### config.mk
export PLATFORM = sky130hd
export DESIGN_NAME = word_token_filter_normalizer_flat
export DESIGN_NICKNAME = d
export VERILOG_FILES = /design/src/wtf_pkg.sv /design/src/wtf_char_if.sv /design/src/wtf_word_if.sv /design/src/wtf_ram.sv /design/src/wtf_front.sv /design/src/wtf_back.sv /design/src/word_token_filter_normalizer.sv /design/src/flat_wrapper.sv
export SDC_FILE = /design/constraint.sdc
export NUM_CORES = 2
export LEC_CHECK = 0
export ABC_CLOCK_PERIOD_IN_PS = 11450
export BUFFER_PORTS_ARGS = -buffer_cell sky130_fd_sc_hd__clkbuf_2
export CAP_MARGIN = 20
export CORE_ASPECT_RATIO = 1.2
export CORE_UTILIZATION = 45
export CTS_CLUSTER_SIZE = 28
export DETAILED_ROUTE_END_ITERATION = 10
export PLACE_DENSITY_LB_ADDON = 0.12
export SETUP_SLACK_MARGIN = 0.4
export SLEW_MARGIN = 20
export SYNTH_ARGS = -nofsm -noshare
export SYNTH_HDL_FRONTEND = slang
export SYNTH_HIERARCHICAL = 1
export SYNTH_SLANG_ARGS = --single-unit
### constraint.sdc
create_clock -name clk -period 11.45 [get_ports clk]
set_clock_uncertainty 0.15 [all_clocks]
set_input_delay 1.7175 -clock clk [delete_from_list [all_inputs] [get_ports clk]]
set_output_delay 1.7175 -clock clk [all_outputs]
set_load 0.005 [all_outputs]
### src/wtf_pkg.sv
// ----------------------------------------------------------------------------
// wtf_pkg: shared types and tables of the word token filter
// Word tables, descriptor layout and control structs used by front and back.
// ----------------------------------------------------------------------------
`default_nettype none

package wtf_pkg;

	// fixed-width word tables, right-justified, zero-padded
	localparam int STR_W = 10;
	typedef logic [8*STR_W-1:0] str_t;

	localparam int NORM_N = 36;
	localparam int STOP_N = 23;
	localparam int RESULT_LIMIT = 32;
	localparam int DESC_DEPTH = 4;
	localparam int DESC_AW = 2;
	localparam int LEN_W = 7;
	localparam int ID_W = 6;
	localparam logic [7:0] STRIP_CHAR = 8'h73;

	// configuration register indexes
	localparam logic CFG_MIN_KEEP = 1'b0;
	localparam logic CFG_PLURAL_STRIP = 1'b1;

	localparam str_t NORM_FROM [NORM_N] = '{
		"dogs", "puppy", "puppies", "men", "women", "boys", "girls", "children",
		"kids", "kid", "boy", "girl", "running", "runs", "ran", "playing",
		"plays", "played", "jumping", "jumps", "jumped", "leaping", "leaps",
		"climbing", "climbs", "walking", "walks", "standing", "stands",
		"sitting", "sits", "bicycle", "bicycles", "motorcycle", "football",
		"soccer"
	};

	localparam str_t NORM_TO [NORM_N] = '{
		"dog", "dog", "dog", "man", "woman", "boy", "girl", "child",
		"child", "child", "child", "child", "run", "run", "run", "play",
		"play", "play", "jump", "jump", "jump", "jump", "jump",
		"climb", "climb", "walk", "walk", "stand", "stand",
		"sit", "sit", "bike", "bike", "bike", "ball",
		"ball"
	};

	localparam str_t STOP_WORDS [STOP_N] = '{
		"a", "an", "the", "is", "are", "was", "were", "in", "on", "at", "of",
		"to", "with", "and", "or", "by", "for", "into", "from", "near", "next",
		"front", "while"
	};

	typedef struct packed {
		logic [5:0] min_keep;
		logic [5:0] plural_strip;
	} cfg_t;

	// one finished word as the back end replays it
	typedef struct packed {
		logic [LEN_W-1:0] src_len;
		logic [5:0]       out_len;
		logic             rep;
		logic [ID_W-1:0]  rep_id;
		logic             trunc;
	} desc_t;

	typedef struct packed {
		logic       char_we;
		logic [6:0] ch;
		logic       desc_we;
		desc_t      desc;
	} front_push_t;

	typedef struct packed {
		logic char_full;
		logic desc_full;
	} back_status_t;

	// number of characters in a table word
	function automatic logic [3:0] str_len(input str_t s);
		logic [3:0] n;
		n = 4'd0;
		for (int b = 0; b < STR_W; b++) begin
			if (s[8*b +: 8] != 8'h00) n = n + 4'd1;
		end
		return n;
	endfunction

	// character at position pos of a table word of length len
	function automatic logic [7:0] char_at(input str_t s, input logic [3:0] len,
			input logic [LEN_W-1:0] pos);
		logic [7:0] r;
		r = 8'h00;
		for (int b = 0; b < STR_W; b++) begin
			if ({3'b000, len} == pos + 7'd1 + 7'(b)) r = s[8*b +: 8];
		end
		return r;
	endfunction

endpackage

`default_nettype wire

### src/wtf_char_if.sv
// ----------------------------------------------------------------------------
// wtf_char_if: text byte channel
// Valid/ready channel carrying one raw text byte and its end-of-text flag.
// ----------------------------------------------------------------------------
`default_nettype none

interface wtf_char_if;
	logic       valid;
	logic       ready;
	logic [7:0] char_in;
	logic       end_of_text;

	modport source(output valid, char_in, end_of_text, input ready);
	modport sink(input valid, char_in, end_of_text, output ready);
endinterface

`default_nettype wire

### src/wtf_word_if.sv
// ----------------------------------------------------------------------------
// wtf_word_if: emitted word character channel
// Valid/ready channel carrying one character of a kept word and its flags.
// ----------------------------------------------------------------------------
`default_nettype none

interface wtf_word_if;
	logic       valid;
	logic       ready;
	logic [6:0] word_char;
	logic       word_end;
	logic       word_truncated;

	modport source(output valid, word_char, word_end, word_truncated, input ready);
	modport sink(input valid, word_char, word_end, word_truncated, output ready);
endinterface

`default_nettype wire

### src/wtf_ram.sv
// ----------------------------------------------------------------------------
// wtf_ram: generic simple dual-port RAM
// One write port, one read port with registered read data held between reads.
// ----------------------------------------------------------------------------
`default_nettype none

module wtf_ram #(
	parameter int WIDTH = 7,
	parameter int DEPTH = 128
) (
	input  wire logic                     clk,
	input  wire logic                     we,
	input  wire logic [$clog2(DEPTH)-1:0] waddr,
	input  wire logic [WIDTH-1:0]         wdata,
	input  wire logic                     re,
	input  wire logic [$clog2(DEPTH)-1:0] raddr,
	output logic      [WIDTH-1:0]         rdata
);

	logic [WIDTH-1:0] mem_q [DEPTH];

	// write port
	always_ff @(posedge clk) begin
		if (we) mem_q[waddr] <= wdata;
	end

	// registered read
	always_ff @(posedge clk) begin
		if (re) rdata <= mem_q[raddr];
	end

endmodule

`default_nettype wire

### src/wtf_front.sv
// ----------------------------------------------------------------------------
// wtf_front: character intake and word classification
// Lowercases and stores word characters, matches them against the word tables
// as they arrive, and queues a descriptor for each finished word.
// ----------------------------------------------------------------------------
`default_nettype none

module wtf_front #(
	parameter int MAX_WORD = 32
) (
	input  wire logic                  clk,
	input  wire logic                  arst_n,
	wtf_char_if.sink                   text_in,
	input  wire wtf_pkg::cfg_t         cfg,
	input  wire wtf_pkg::back_status_t status,
	output wtf_pkg::front_push_t       push
);

	localparam int LW = wtf_pkg::LEN_W;

	logic [LW-1:0]               cnt_q;
	logic                        ovf_q;
	logic [7:0]                  last_q;
	logic [wtf_pkg::NORM_N-1:0]  nm_q;
	logic [wtf_pkg::STOP_N-1:0]  sm_q;
	logic [wtf_pkg::STOP_N-1:0]  sp_q;

	logic                        acc, digit, upper, lower, alnum;
	logic [7:0]                  lc;
	logic                        keep_char, ovf_now, finish;
	logic [LW-1:0]               cnt_new;
	logic [7:0]                  last_new;
	logic [wtf_pkg::NORM_N-1:0]  nm_new, nexact;
	logic [wtf_pkg::STOP_N-1:0]  sm_new, sexact, sp_new;
	logic                        rep, strip, stop, keep;
	logic [wtf_pkg::ID_W-1:0]    rep_id;
	logic [3:0]                  to_len, elen;
	logic [LW-1:0]               n;
	logic [5:0]                  out_len;

	assign text_in.ready = !status.char_full && !status.desc_full;
	assign acc = text_in.valid && text_in.ready;

	// character class and lowercase
	always_comb begin
		digit = text_in.char_in >= 8'h30 && text_in.char_in <= 8'h39;
		upper = text_in.char_in >= 8'h41 && text_in.char_in <= 8'h5a;
		lower = text_in.char_in >= 8'h61 && text_in.char_in <= 8'h7a;
		alnum = digit || upper || lower;
		lc = upper ? text_in.char_in + 8'h20 : text_in.char_in;
	end

	assign keep_char = acc && alnum && (cnt_q < LW'(MAX_WORD));
	assign ovf_now = acc && alnum && !keep_char;
	assign finish = acc && (!alnum || text_in.end_of_text);
	assign cnt_new = cnt_q + LW'(keep_char);
	assign last_new = keep_char ? lc : last_q;

	// running prefix match against every table word
	always_comb begin
		for (int e = 0; e < wtf_pkg::NORM_N; e++) begin
			elen = wtf_pkg::str_len(wtf_pkg::NORM_FROM[e]);
			nm_new[e] = keep_char ?
				(nm_q[e] && cnt_q < LW'(elen) &&
				 wtf_pkg::char_at(wtf_pkg::NORM_FROM[e], elen, cnt_q) == lc) : nm_q[e];
			nexact[e] = nm_new[e] && cnt_new == LW'(elen);
		end
		for (int e = 0; e < wtf_pkg::STOP_N; e++) begin
			elen = wtf_pkg::str_len(wtf_pkg::STOP_WORDS[e]);
			sm_new[e] = keep_char ?
				(sm_q[e] && cnt_q < LW'(elen) &&
				 wtf_pkg::char_at(wtf_pkg::STOP_WORDS[e], elen, cnt_q) == lc) : sm_q[e];
			sexact[e] = sm_new[e] && cnt_new == LW'(elen);
			sp_new[e] = keep_char ? (sm_q[e] && cnt_q == LW'(elen)) : sp_q[e];
		end
	end

	// first normalization entry that matches
	always_comb begin
		rep_id = '0;
		for (int e = wtf_pkg::NORM_N - 1; e >= 0; e--) begin
			if (nexact[e]) rep_id = wtf_pkg::ID_W'(e);
		end
		rep = |nexact;
		to_len = wtf_pkg::str_len(wtf_pkg::NORM_TO[rep_id]);
	end

	// normalized length and keep decision
	always_comb begin
		strip = !rep && cnt_new > {1'b0, cfg.plural_strip} && last_new == wtf_pkg::STRIP_CHAR;
		if (rep) n = LW'(to_len);
		else if (strip) n = cnt_new - LW'(1);
		else n = cnt_new;
		if (rep) stop = 1'b0;
		else if (strip) stop = |sp_new;
		else stop = |sexact;
		keep = n >= {1'b0, cfg.min_keep} && n != '0 && !stop;
		if (!keep) out_len = '0;
		else if (n > LW'(wtf_pkg::RESULT_LIMIT)) out_len = 6'(wtf_pkg::RESULT_LIMIT);
		else out_len = n[5:0];
	end

	// push toward the back end
	always_comb begin
		push.char_we = keep_char;
		push.ch = lc[6:0];
		push.desc_we = finish && cnt_new != '0;
		push.desc.src_len = cnt_new;
		push.desc.out_len = out_len;
		push.desc.rep = rep;
		push.desc.rep_id = rep_id;
		push.desc.trunc = ovf_q || ovf_now;
	end

	// pending word state
	always_ff @(posedge clk or negedge arst_n) begin
		if (!arst_n) begin
			cnt_q <= '0;
			ovf_q <= 1'b0;
			nm_q <= '1;
			sm_q <= '1;
			sp_q <= '0;
			last_q <= '0;
		end else if (finish) begin
			cnt_q <= '0;
			ovf_q <= 1'b0;
			nm_q <= '1;
			sm_q <= '1;
		end else begin
			cnt_q <= cnt_new;
			ovf_q <= ovf_q || ovf_now;
			nm_q <= nm_new;
			sm_q <= sm_new;
			sp_q <= sp_new;
			last_q <= last_new;
		end
	end

endmodule

`default_nettype wire

### src/wtf_back.sv
// ----------------------------------------------------------------------------
// wtf_back: word replay and emission
// Holds the character queue and the word descriptor queue, replays each word
// one step a cycle unless the output stalls, and drives the output register.
// ----------------------------------------------------------------------------
`default_nettype none

module wtf_back #(
	parameter int CHAR_DEPTH = 128
) (
	input  wire logic                 clk,
	input  wire logic                 arst_n,
	input  wire wtf_pkg::front_push_t push,
	output wtf_pkg::back_status_t     status,
	wtf_word_if.source                word_out
);

	localparam int AW = $clog2(CHAR_DEPTH);
	localparam int LW = wtf_pkg::LEN_W;

	logic [AW-1:0]            wr_ptr_q, rd_ptr_q;
	logic [AW:0]              occ_q;
	wtf_pkg::desc_t           dq_q [wtf_pkg::DESC_DEPTH];
	logic [wtf_pkg::DESC_AW-1:0] dwp_q, drp_q;
	logic [wtf_pkg::DESC_AW:0]   dcnt_q;
	logic [LW-1:0]            k_q;

	logic                     s1_v_q, s1_emit_s1, s1_end_s1, s1_trunc_s1, s1_rep_s1;
	logic [6:0]               s1_rch_s1;
	logic                     out_v_q, out_end_q, out_trunc_q;
	logic [6:0]               out_char_q;

	wtf_pkg::desc_t           head;
	logic [LW-1:0]            steps, out_len_w;
	logic [3:0]               to_len;
	logic [7:0]               rep_ch;
	logic                     out_free, s1_move, issue, pop, emit, last_step, desc_pop;
	logic [6:0]               ram_rd;

	assign status.char_full = occ_q == (AW + 1)'(CHAR_DEPTH);
	assign status.desc_full = dcnt_q == (wtf_pkg::DESC_AW + 1)'(wtf_pkg::DESC_DEPTH);

	// replay step of the head word
	always_comb begin
		head = dq_q[drp_q];
		out_len_w = {1'b0, head.out_len};
		steps = (head.src_len > out_len_w) ? head.src_len : out_len_w;
		out_free = !out_v_q || word_out.ready;
		s1_move = s1_v_q && (!s1_emit_s1 || out_free);
		issue = dcnt_q != '0 && (!s1_v_q || s1_move);
		pop = issue && k_q < head.src_len;
		emit = k_q < out_len_w;
		last_step = k_q == steps - LW'(1);
		desc_pop = issue && last_step;
		to_len = wtf_pkg::str_len(wtf_pkg::NORM_TO[head.rep_id]);
		rep_ch = wtf_pkg::char_at(wtf_pkg::NORM_TO[head.rep_id], to_len, k_q);
	end

	wtf_ram #(.WIDTH(7), .DEPTH(CHAR_DEPTH)) u_char_ram (
		.clk   (clk),
		.we    (push.char_we),
		.waddr (wr_ptr_q),
		.wdata (push.ch),
		.re    (pop),
		.raddr (rd_ptr_q),
		.rdata (ram_rd)
	);

	// character queue pointers and fill
	always_ff @(posedge clk or negedge arst_n) begin
		if (!arst_n) begin
			wr_ptr_q <= '0;
			rd_ptr_q <= '0;
			occ_q <= '0;
		end else begin
			if (push.char_we)
				wr_ptr_q <= (wr_ptr_q == AW'(CHAR_DEPTH - 1)) ? '0 : wr_ptr_q + AW'(1);
			if (pop)
				rd_ptr_q <= (rd_ptr_q == AW'(CHAR_DEPTH - 1)) ? '0 : rd_ptr_q + AW'(1);
			occ_q <= occ_q + (AW + 1)'(push.char_we) - (AW + 1)'(pop);
		end
	end

	// descriptor queue payload
	always_ff @(posedge clk) begin
		if (push.desc_we) dq_q[dwp_q] <= push.desc;
	end

	// descriptor queue control and step counter
	always_ff @(posedge clk or negedge arst_n) begin
		if (!arst_n) begin
			dwp_q <= '0;
			drp_q <= '0;
			dcnt_q <= '0;
			k_q <= '0;
		end else begin
			if (push.desc_we) dwp_q <= dwp_q + wtf_pkg::DESC_AW'(1);
			if (desc_pop) drp_q <= drp_q + wtf_pkg::DESC_AW'(1);
			dcnt_q <= dcnt_q + (wtf_pkg::DESC_AW + 1)'(push.desc_we)
				- (wtf_pkg::DESC_AW + 1)'(desc_pop);
			if (issue) k_q <= last_step ? '0 : k_q + LW'(1);
		end
	end

	// read stage
	always_ff @(posedge clk or negedge arst_n) begin
		if (!arst_n) s1_v_q <= 1'b0;
		else if (issue) s1_v_q <= 1'b1;
		else if (s1_move) s1_v_q <= 1'b0;
	end

	always_ff @(posedge clk) begin
		if (issue) begin
			s1_emit_s1 <= emit;
			s1_end_s1 <= k_q + LW'(1) == out_len_w;
			s1_trunc_s1 <= head.trunc;
			s1_rep_s1 <= head.rep;
			s1_rch_s1 <= rep_ch[6:0];
		end
	end

	// output register
	always_ff @(posedge clk or negedge arst_n) begin
		if (!arst_n) out_v_q <= 1'b0;
		else if (s1_move && s1_emit_s1) out_v_q <= 1'b1;
		else if (word_out.ready) out_v_q <= 1'b0;
	end

	always_ff @(posedge clk) begin
		if (s1_move && s1_emit_s1) begin
			out_char_q <= s1_rep_s1 ? s1_rch_s1 : ram_rd;
			out_end_q <= s1_end_s1;
			out_trunc_q <= s1_trunc_s1;
		end
	end

	assign word_out.valid = out_v_q;
	assign word_out.word_char = out_char_q;
	assign word_out.word_end = out_end_q;
	assign word_out.word_truncated = out_trunc_q;

endmodule

`default_nettype wire

### src/word_token_filter_normalizer.sv
// ----------------------------------------------------------------------------
// word_token_filter_normalizer: stop-word filtering tokenizer
// Splits a byte stream into words, normalizes and filters them, and emits the
// kept words one character per item.
// ----------------------------------------------------------------------------
// channel    dir  handshake     payload
// text_in    in   valid/ready   char_in[7:0], end_of_text
// word_out   out  valid/ready   word_char[6:0], word_end, word_truncated
// cfg        in   cfg_we        cfg_index[0], cfg_data[5:0]
//
// text_in takes one byte per cycle; it stalls only when the character queue
// (CHAR_DEPTH entries) or the word descriptor queue (4 words) is full.
// The back end replays a word in max(source length, emitted length) steps and
// reads one queued character per source character. With an idle back end, a
// word passes the descriptor queue, read stage and output register in order.
// No clearing pass after reset: reset clears the queues.
// word_out stalls hold the output register and fill the queues behind it.
// ----------------------------------------------------------------------------
`default_nettype none

module word_token_filter_normalizer #(
	parameter int MAX_WORD = 32,
	parameter int CHAR_DEPTH = 128
) (
	input  wire logic       clk,
	input  wire logic       arst_n,
	wtf_char_if.sink        text_in,
	wtf_word_if.source      word_out,
	input  wire logic       cfg_we,
	input  wire logic       cfg_index,
	input  wire logic [5:0] cfg_data
);

	wtf_pkg::cfg_t         cfg_q;
	wtf_pkg::front_push_t  push;
	wtf_pkg::back_status_t status;

	// configuration registers
	always_ff @(posedge clk or negedge arst_n) begin
		if (!arst_n) begin
			cfg_q.min_keep <= 6'd2;
			cfg_q.plural_strip <= 6'd3;
		end else if (cfg_we) begin
			unique case (cfg_index)
				wtf_pkg::CFG_MIN_KEEP:     cfg_q.min_keep <= cfg_data;
				wtf_pkg::CFG_PLURAL_STRIP: cfg_q.plural_strip <= cfg_data;
				default: ;
			endcase
		end
	end

	wtf_front #(.MAX_WORD(MAX_WORD)) u_front (
		.clk     (clk),
		.arst_n  (arst_n),
		.text_in (text_in),
		.cfg     (cfg_q),
		.status  (status),
		.push    (push)
	);

	wtf_back #(.CHAR_DEPTH(CHAR_DEPTH)) u_back (
		.clk      (clk),
		.arst_n   (arst_n),
		.push     (push),
		.status   (status),
		.word_out (word_out)
	);

endmodule

`default_nettype wire

### src/flat_wrapper.sv
// flat-port wrapper written by rule: the top's interface ports become plain ports
module word_token_filter_normalizer_flat 
#(
	parameter int MAX_WORD = 32,
	parameter int CHAR_DEPTH = 128
)
  (clk, arst_n, cfg_we, cfg_index, cfg_data, text_in_valid, text_in_char_in, text_in_end_of_text, text_in_ready, word_out_valid, word_out_word_char, word_out_word_end, word_out_word_truncated, word_out_ready);
  wtf_char_if text_in_i ();
  wtf_word_if word_out_i ();
  input  wire logic clk;
  input  wire logic arst_n;
  input  wire logic cfg_we;
  input  wire logic cfg_index;
  input  wire logic [5:0] cfg_data;
  input wire logic [$bits(text_in_i.valid)-1:0] text_in_valid;
  input wire logic [$bits(text_in_i.char_in)-1:0] text_in_char_in;
  input wire logic [$bits(text_in_i.end_of_text)-1:0] text_in_end_of_text;
  output wire logic [$bits(text_in_i.ready)-1:0] text_in_ready;
  output wire logic [$bits(word_out_i.valid)-1:0] word_out_valid;
  output wire logic [$bits(word_out_i.word_char)-1:0] word_out_word_char;
  output wire logic [$bits(word_out_i.word_end)-1:0] word_out_word_end;
  output wire logic [$bits(word_out_i.word_truncated)-1:0] word_out_word_truncated;
  input wire logic [$bits(word_out_i.ready)-1:0] word_out_ready;
  assign text_in_i.valid = text_in_valid;
  assign text_in_i.char_in = text_in_char_in;
  assign text_in_i.end_of_text = text_in_end_of_text;
  assign text_in_ready = text_in_i.ready;
  assign word_out_valid = word_out_i.valid;
  assign word_out_word_char = word_out_i.word_char;
  assign word_out_word_end = word_out_i.word_end;
  assign word_out_word_truncated = word_out_i.word_truncated;
  assign word_out_i.ready = word_out_ready;
  word_token_filter_normalizer #(.MAX_WORD(MAX_WORD), .CHAR_DEPTH(CHAR_DEPTH)) u_core (.clk(clk), .arst_n(arst_n), .text_in(text_in_i), .word_out(word_out_i), .cfg_we(cfg_we), .cfg_index(cfg_index), .cfg_data(cfg_data));
endmodule
==> run metrics <==
TritonCTS clock tree done; Final GP Congestion between 1 and 1.5; worst rel slew slack about a quarter; pin count of the biggest net entering global routing 180; Power Dens Cells 215.0 nW/um^2; chip height ~400 microns; capturing point of the worst reg2reg path u_core/u_back/dq_q[1][10]; Worst-path clk slew 0.07 ns; sw frac a little over a third; most frequent cells after synthesis 1,006 x edfxtp_1, 377 x nand2_1, 337 x nor2_1; Placed Cells 5,969; Clock power frac 27.0%; die area ~130,000 sq um; synthesized area between 50,000 and 60,000 sq um; ratio of final minimum period to clock period roughly nine tenths; leakage between 20 and 25 nW; RSZ-0062 raised after global routing false; Gate power share 36.3%; gr ovfl total 0; Hold Crit Depth 0; Num Clock Sinks around 1.2k; reg2reg path depth 42; Int Power 0.009131 W; via count around 39k; hold worst-path end u_core/u_back/word_out.word_end; CP Class flip-flop to flip-flop; Worst Setup End Kind flip-flop; drt pass-1 iters 6; drt drc 0; status complete, no violations; I/O pin count 32; post-synthesis async set-or-reset flop share between 10 and 15%; Post-Syn Nets ~4.5k; Fillers roughly 11k; synth unique cells 128; Clock Path Buffers 3; GRT Util Overall 27.46%; hold wc startpoint u_core/u_back/s1_end_s1; critical-path maximum fanout 10; reg2reg setup slack approximately 1.0 ns; ys flop type edfxtp_1; horizontal die dimension approximately 330 microns; clk_lat worst skew ~0.75 ns; drt initial violations just under 4k; Psw 0.004850 W; area of the core 129,000 sq um; setup violators final 0; antenna violations before repair 1; Synth Instances around 4.4k; #FFs+latches synth approximately 1.2k; ANT nets after route 0; nets@finish around 4.5k; Max stage delay on crit path about 0.66 ns; Slowest-stage cell, CP o41a_1; WL per Instance roughly 30 microns; Area growth syn-to-layout 10.71%; Post-Route Setup TNS 0 ns; share of cells above drive strength 1 between 10% and 20%; Critical Path RT between 10 and 15 ns; crit path DAT about 11 ns; Max Cap Viol 0; most common cell in the synthesized netlist edfxtp_1; ant diodes 0; post-DR vias/cell approximately 6.4; input/output buffers 31; share of the synthesized area in the top cell type about half; Max VDD drop about 190 uV; slew of the pin with the lowest slew margin approximately 1.1 ns; first-pass GRT wire length 267,800 microns; dpl hpwl ~120,000 microns; EDFF count, synth approximately 1.0k; syn_area_per_cell around 13 sq um; sequential-to-total area share from yosys stat between 50% and 60%; crit path from u_core/u_front/cnt_q[0]; fin. max-slew vios 0; Worst setup SP type flip-flop; Hold Path Class flip-flop to flip-flop; Achievable Freq ~96 MHz; Reg power frac a little under two fifths; CTS root buf clkbuf_16; count of final hold-check violations 0; Yosys top cell by area edfxtp_1; RR Startpoint u_core/u_front/cnt_q[0]; vias in the first global route 38.67k; Final Critical Period ~10 ns; Yosys warnings 6; Post-Route WL about 180,000 microns; number of buffers created by CTS ~120; non-filler cells in the finished layout a little over 6k; Std-Cell Rows 144; dominant cells by area after synthesis edfxtp_1 51%, mux4_2 12%, dfrtp_1 3.7%, dfstp_2 2.8%, nand2_1 2.4%; H-tree depth 3; starting density of the core about 46%
-- cells in the final DEF (no fill, tap or decap), types with 16 or more instances in the layout --
master,instances
clkbuf_16,116
o211ai_1,43
dfstp_2,62
clkbuf_1,20
inv_1,96
mux4_2,303
a21o_1,25
xor2_1,22
nand4_1,55
clkinv_2,18
nand2_1,376
or3_1,22
nand2b_1,19
o21a_1,20
a21oi_1,169
or4_1,16
a211oi_1,42
o31ai_1,26
clkbuf_2,25
mux2i_1,38
dfrtp_1,82
nor2b_1,30
and3_1,39
nor2_1,335
o22ai_1,31
xnor2_1,105
o21ai_0,224
ha_1,100
nand3_1,139
edfxtp_1,1006
and2_1,35
mux2_2,41
nor4_1,40
a31oi_1,55
clkinv_1,30
buf_4,145
nor3_1,90
-- logic make-up (layout without fill, tap and decap cells) --
logic type | count (synthesis) | count (layout) | share of synthesized area, %
AOI/OAI and AO/OA | 918 | 918 | 10.60
xor gates and xnor gates | 139 | 139 | 2.207
adders and majority gates | 103 | 103 | 2.220
buffers and inverters | 381 | 498 | 2.850
DFF | 1154 | 1154 | 57.87
muxes | 392 | 392 | 13.44
and+or+nand+nor | 1302 | 1302 | 10.80
-- power by group through the flow --
stage | Sequential, W | Clock, W | Combinational (W)
global placement | 0.00522 | 0 | 0.00509
CTS | 0.00513 | 0.00387 | 0.00509
floorplan | 0.00506 | 0 | 0.00360
global route | 0.00516 | 0.00402 | 0.00542
detailed placement | 0.00522 | 0 | 0.00507
finish | 0.00513 | 0.00378 | 0.00508
-- flip-flops by register name, summed over array words and instances (netlist names), 8 cells and up --
signal	cells
u_core/u_front/last_q	8
u_core/cfg_q	12
u_core/u_front/sp_q	23
u_core/u_front/nm_q	36
u_core/u_back/dq_q	84
u_core/u_front/sm_q	23
u_core/u_back/occ_q	8
u_core/u_back/u_char_ram/mem_q	896
-- critical path, delay by kind of cell, from the launching register on --
| family | cells | cell delay (ns) |
|---|---|---|
| DFF | 1 | 0.50 |
| AOI/OAI and AO/OA | 21 | 4.81 |
| xor gates and xnor gates | 3 | 0.68 |
| buffers and inverters | 3 | 0.48 |
| adders and majority gates | 5 | 1.51 |
| and+or+nand+nor | 10 | 2.16 |
-- per-layer routing --
layer	track usage (%)	share of wire (%)	vias up	routed length, microns
met1	35.46	41	20240	73890
li1	-	-	17360	-
met4	13.16	5.2	2	9520
met5	0	0.0061	-	11
met3	3.223	4.9	355	8888
met2	46.29	49	1417	89480
-- cell type report --
class	count	area [sq um]	area share, %
inverter	102	382.9	0.5888
tap	1679	2101	3.231
clock inverter	77	830.8	1.278
multi-input combinational	2854	23310	35.85
timing repair buffer	183	1415	2.176
sequential	1154	34000	52.29
clock buffer	136	2978	4.580
-- what timing repair did --
action	in CTS	in global routing
gates resized for setup	0	26
setup endpoints to repair	0	24
hold buffers	0	0
buffers inserted	0	2
-- per-stage QoR --
step           area [sq um]  utilization (%)  setup WS (ns)  hold WS [ns]  power, W
2_1_floorplan         58770                -         0.5151        0.2503  0.008662
3_5_place_dp          61030            47.31        0.05803        0.2627   0.01029
5_1_grt               65020            50.40         0.3861        0.3009   0.01460
4_1_cts               64840            50.26         0.7806        0.2759   0.01409
6_report              65020            50.40          1.019        0.2678   0.01398
3_3_place_gp          61020            47.30         0.1614        0.2557   0.01031
-- how the worst max path moves through the flow --
stage | to | cells after the start
detailed placement | u_core/u_back/dq_q[0][10] | 45
global route | u_core/u_back/dq_q[3][10] | 48
CTS | u_core/u_back/dq_q[0][8] | 41
finish | u_core/u_back/dq_q[1][10] | 42
global placement | u_core/u_back/dq_q[2][9] | 45
floorplan | u_core/u_back/dq_q[0][10] | 46
Power figures use the tool's default switching activity.
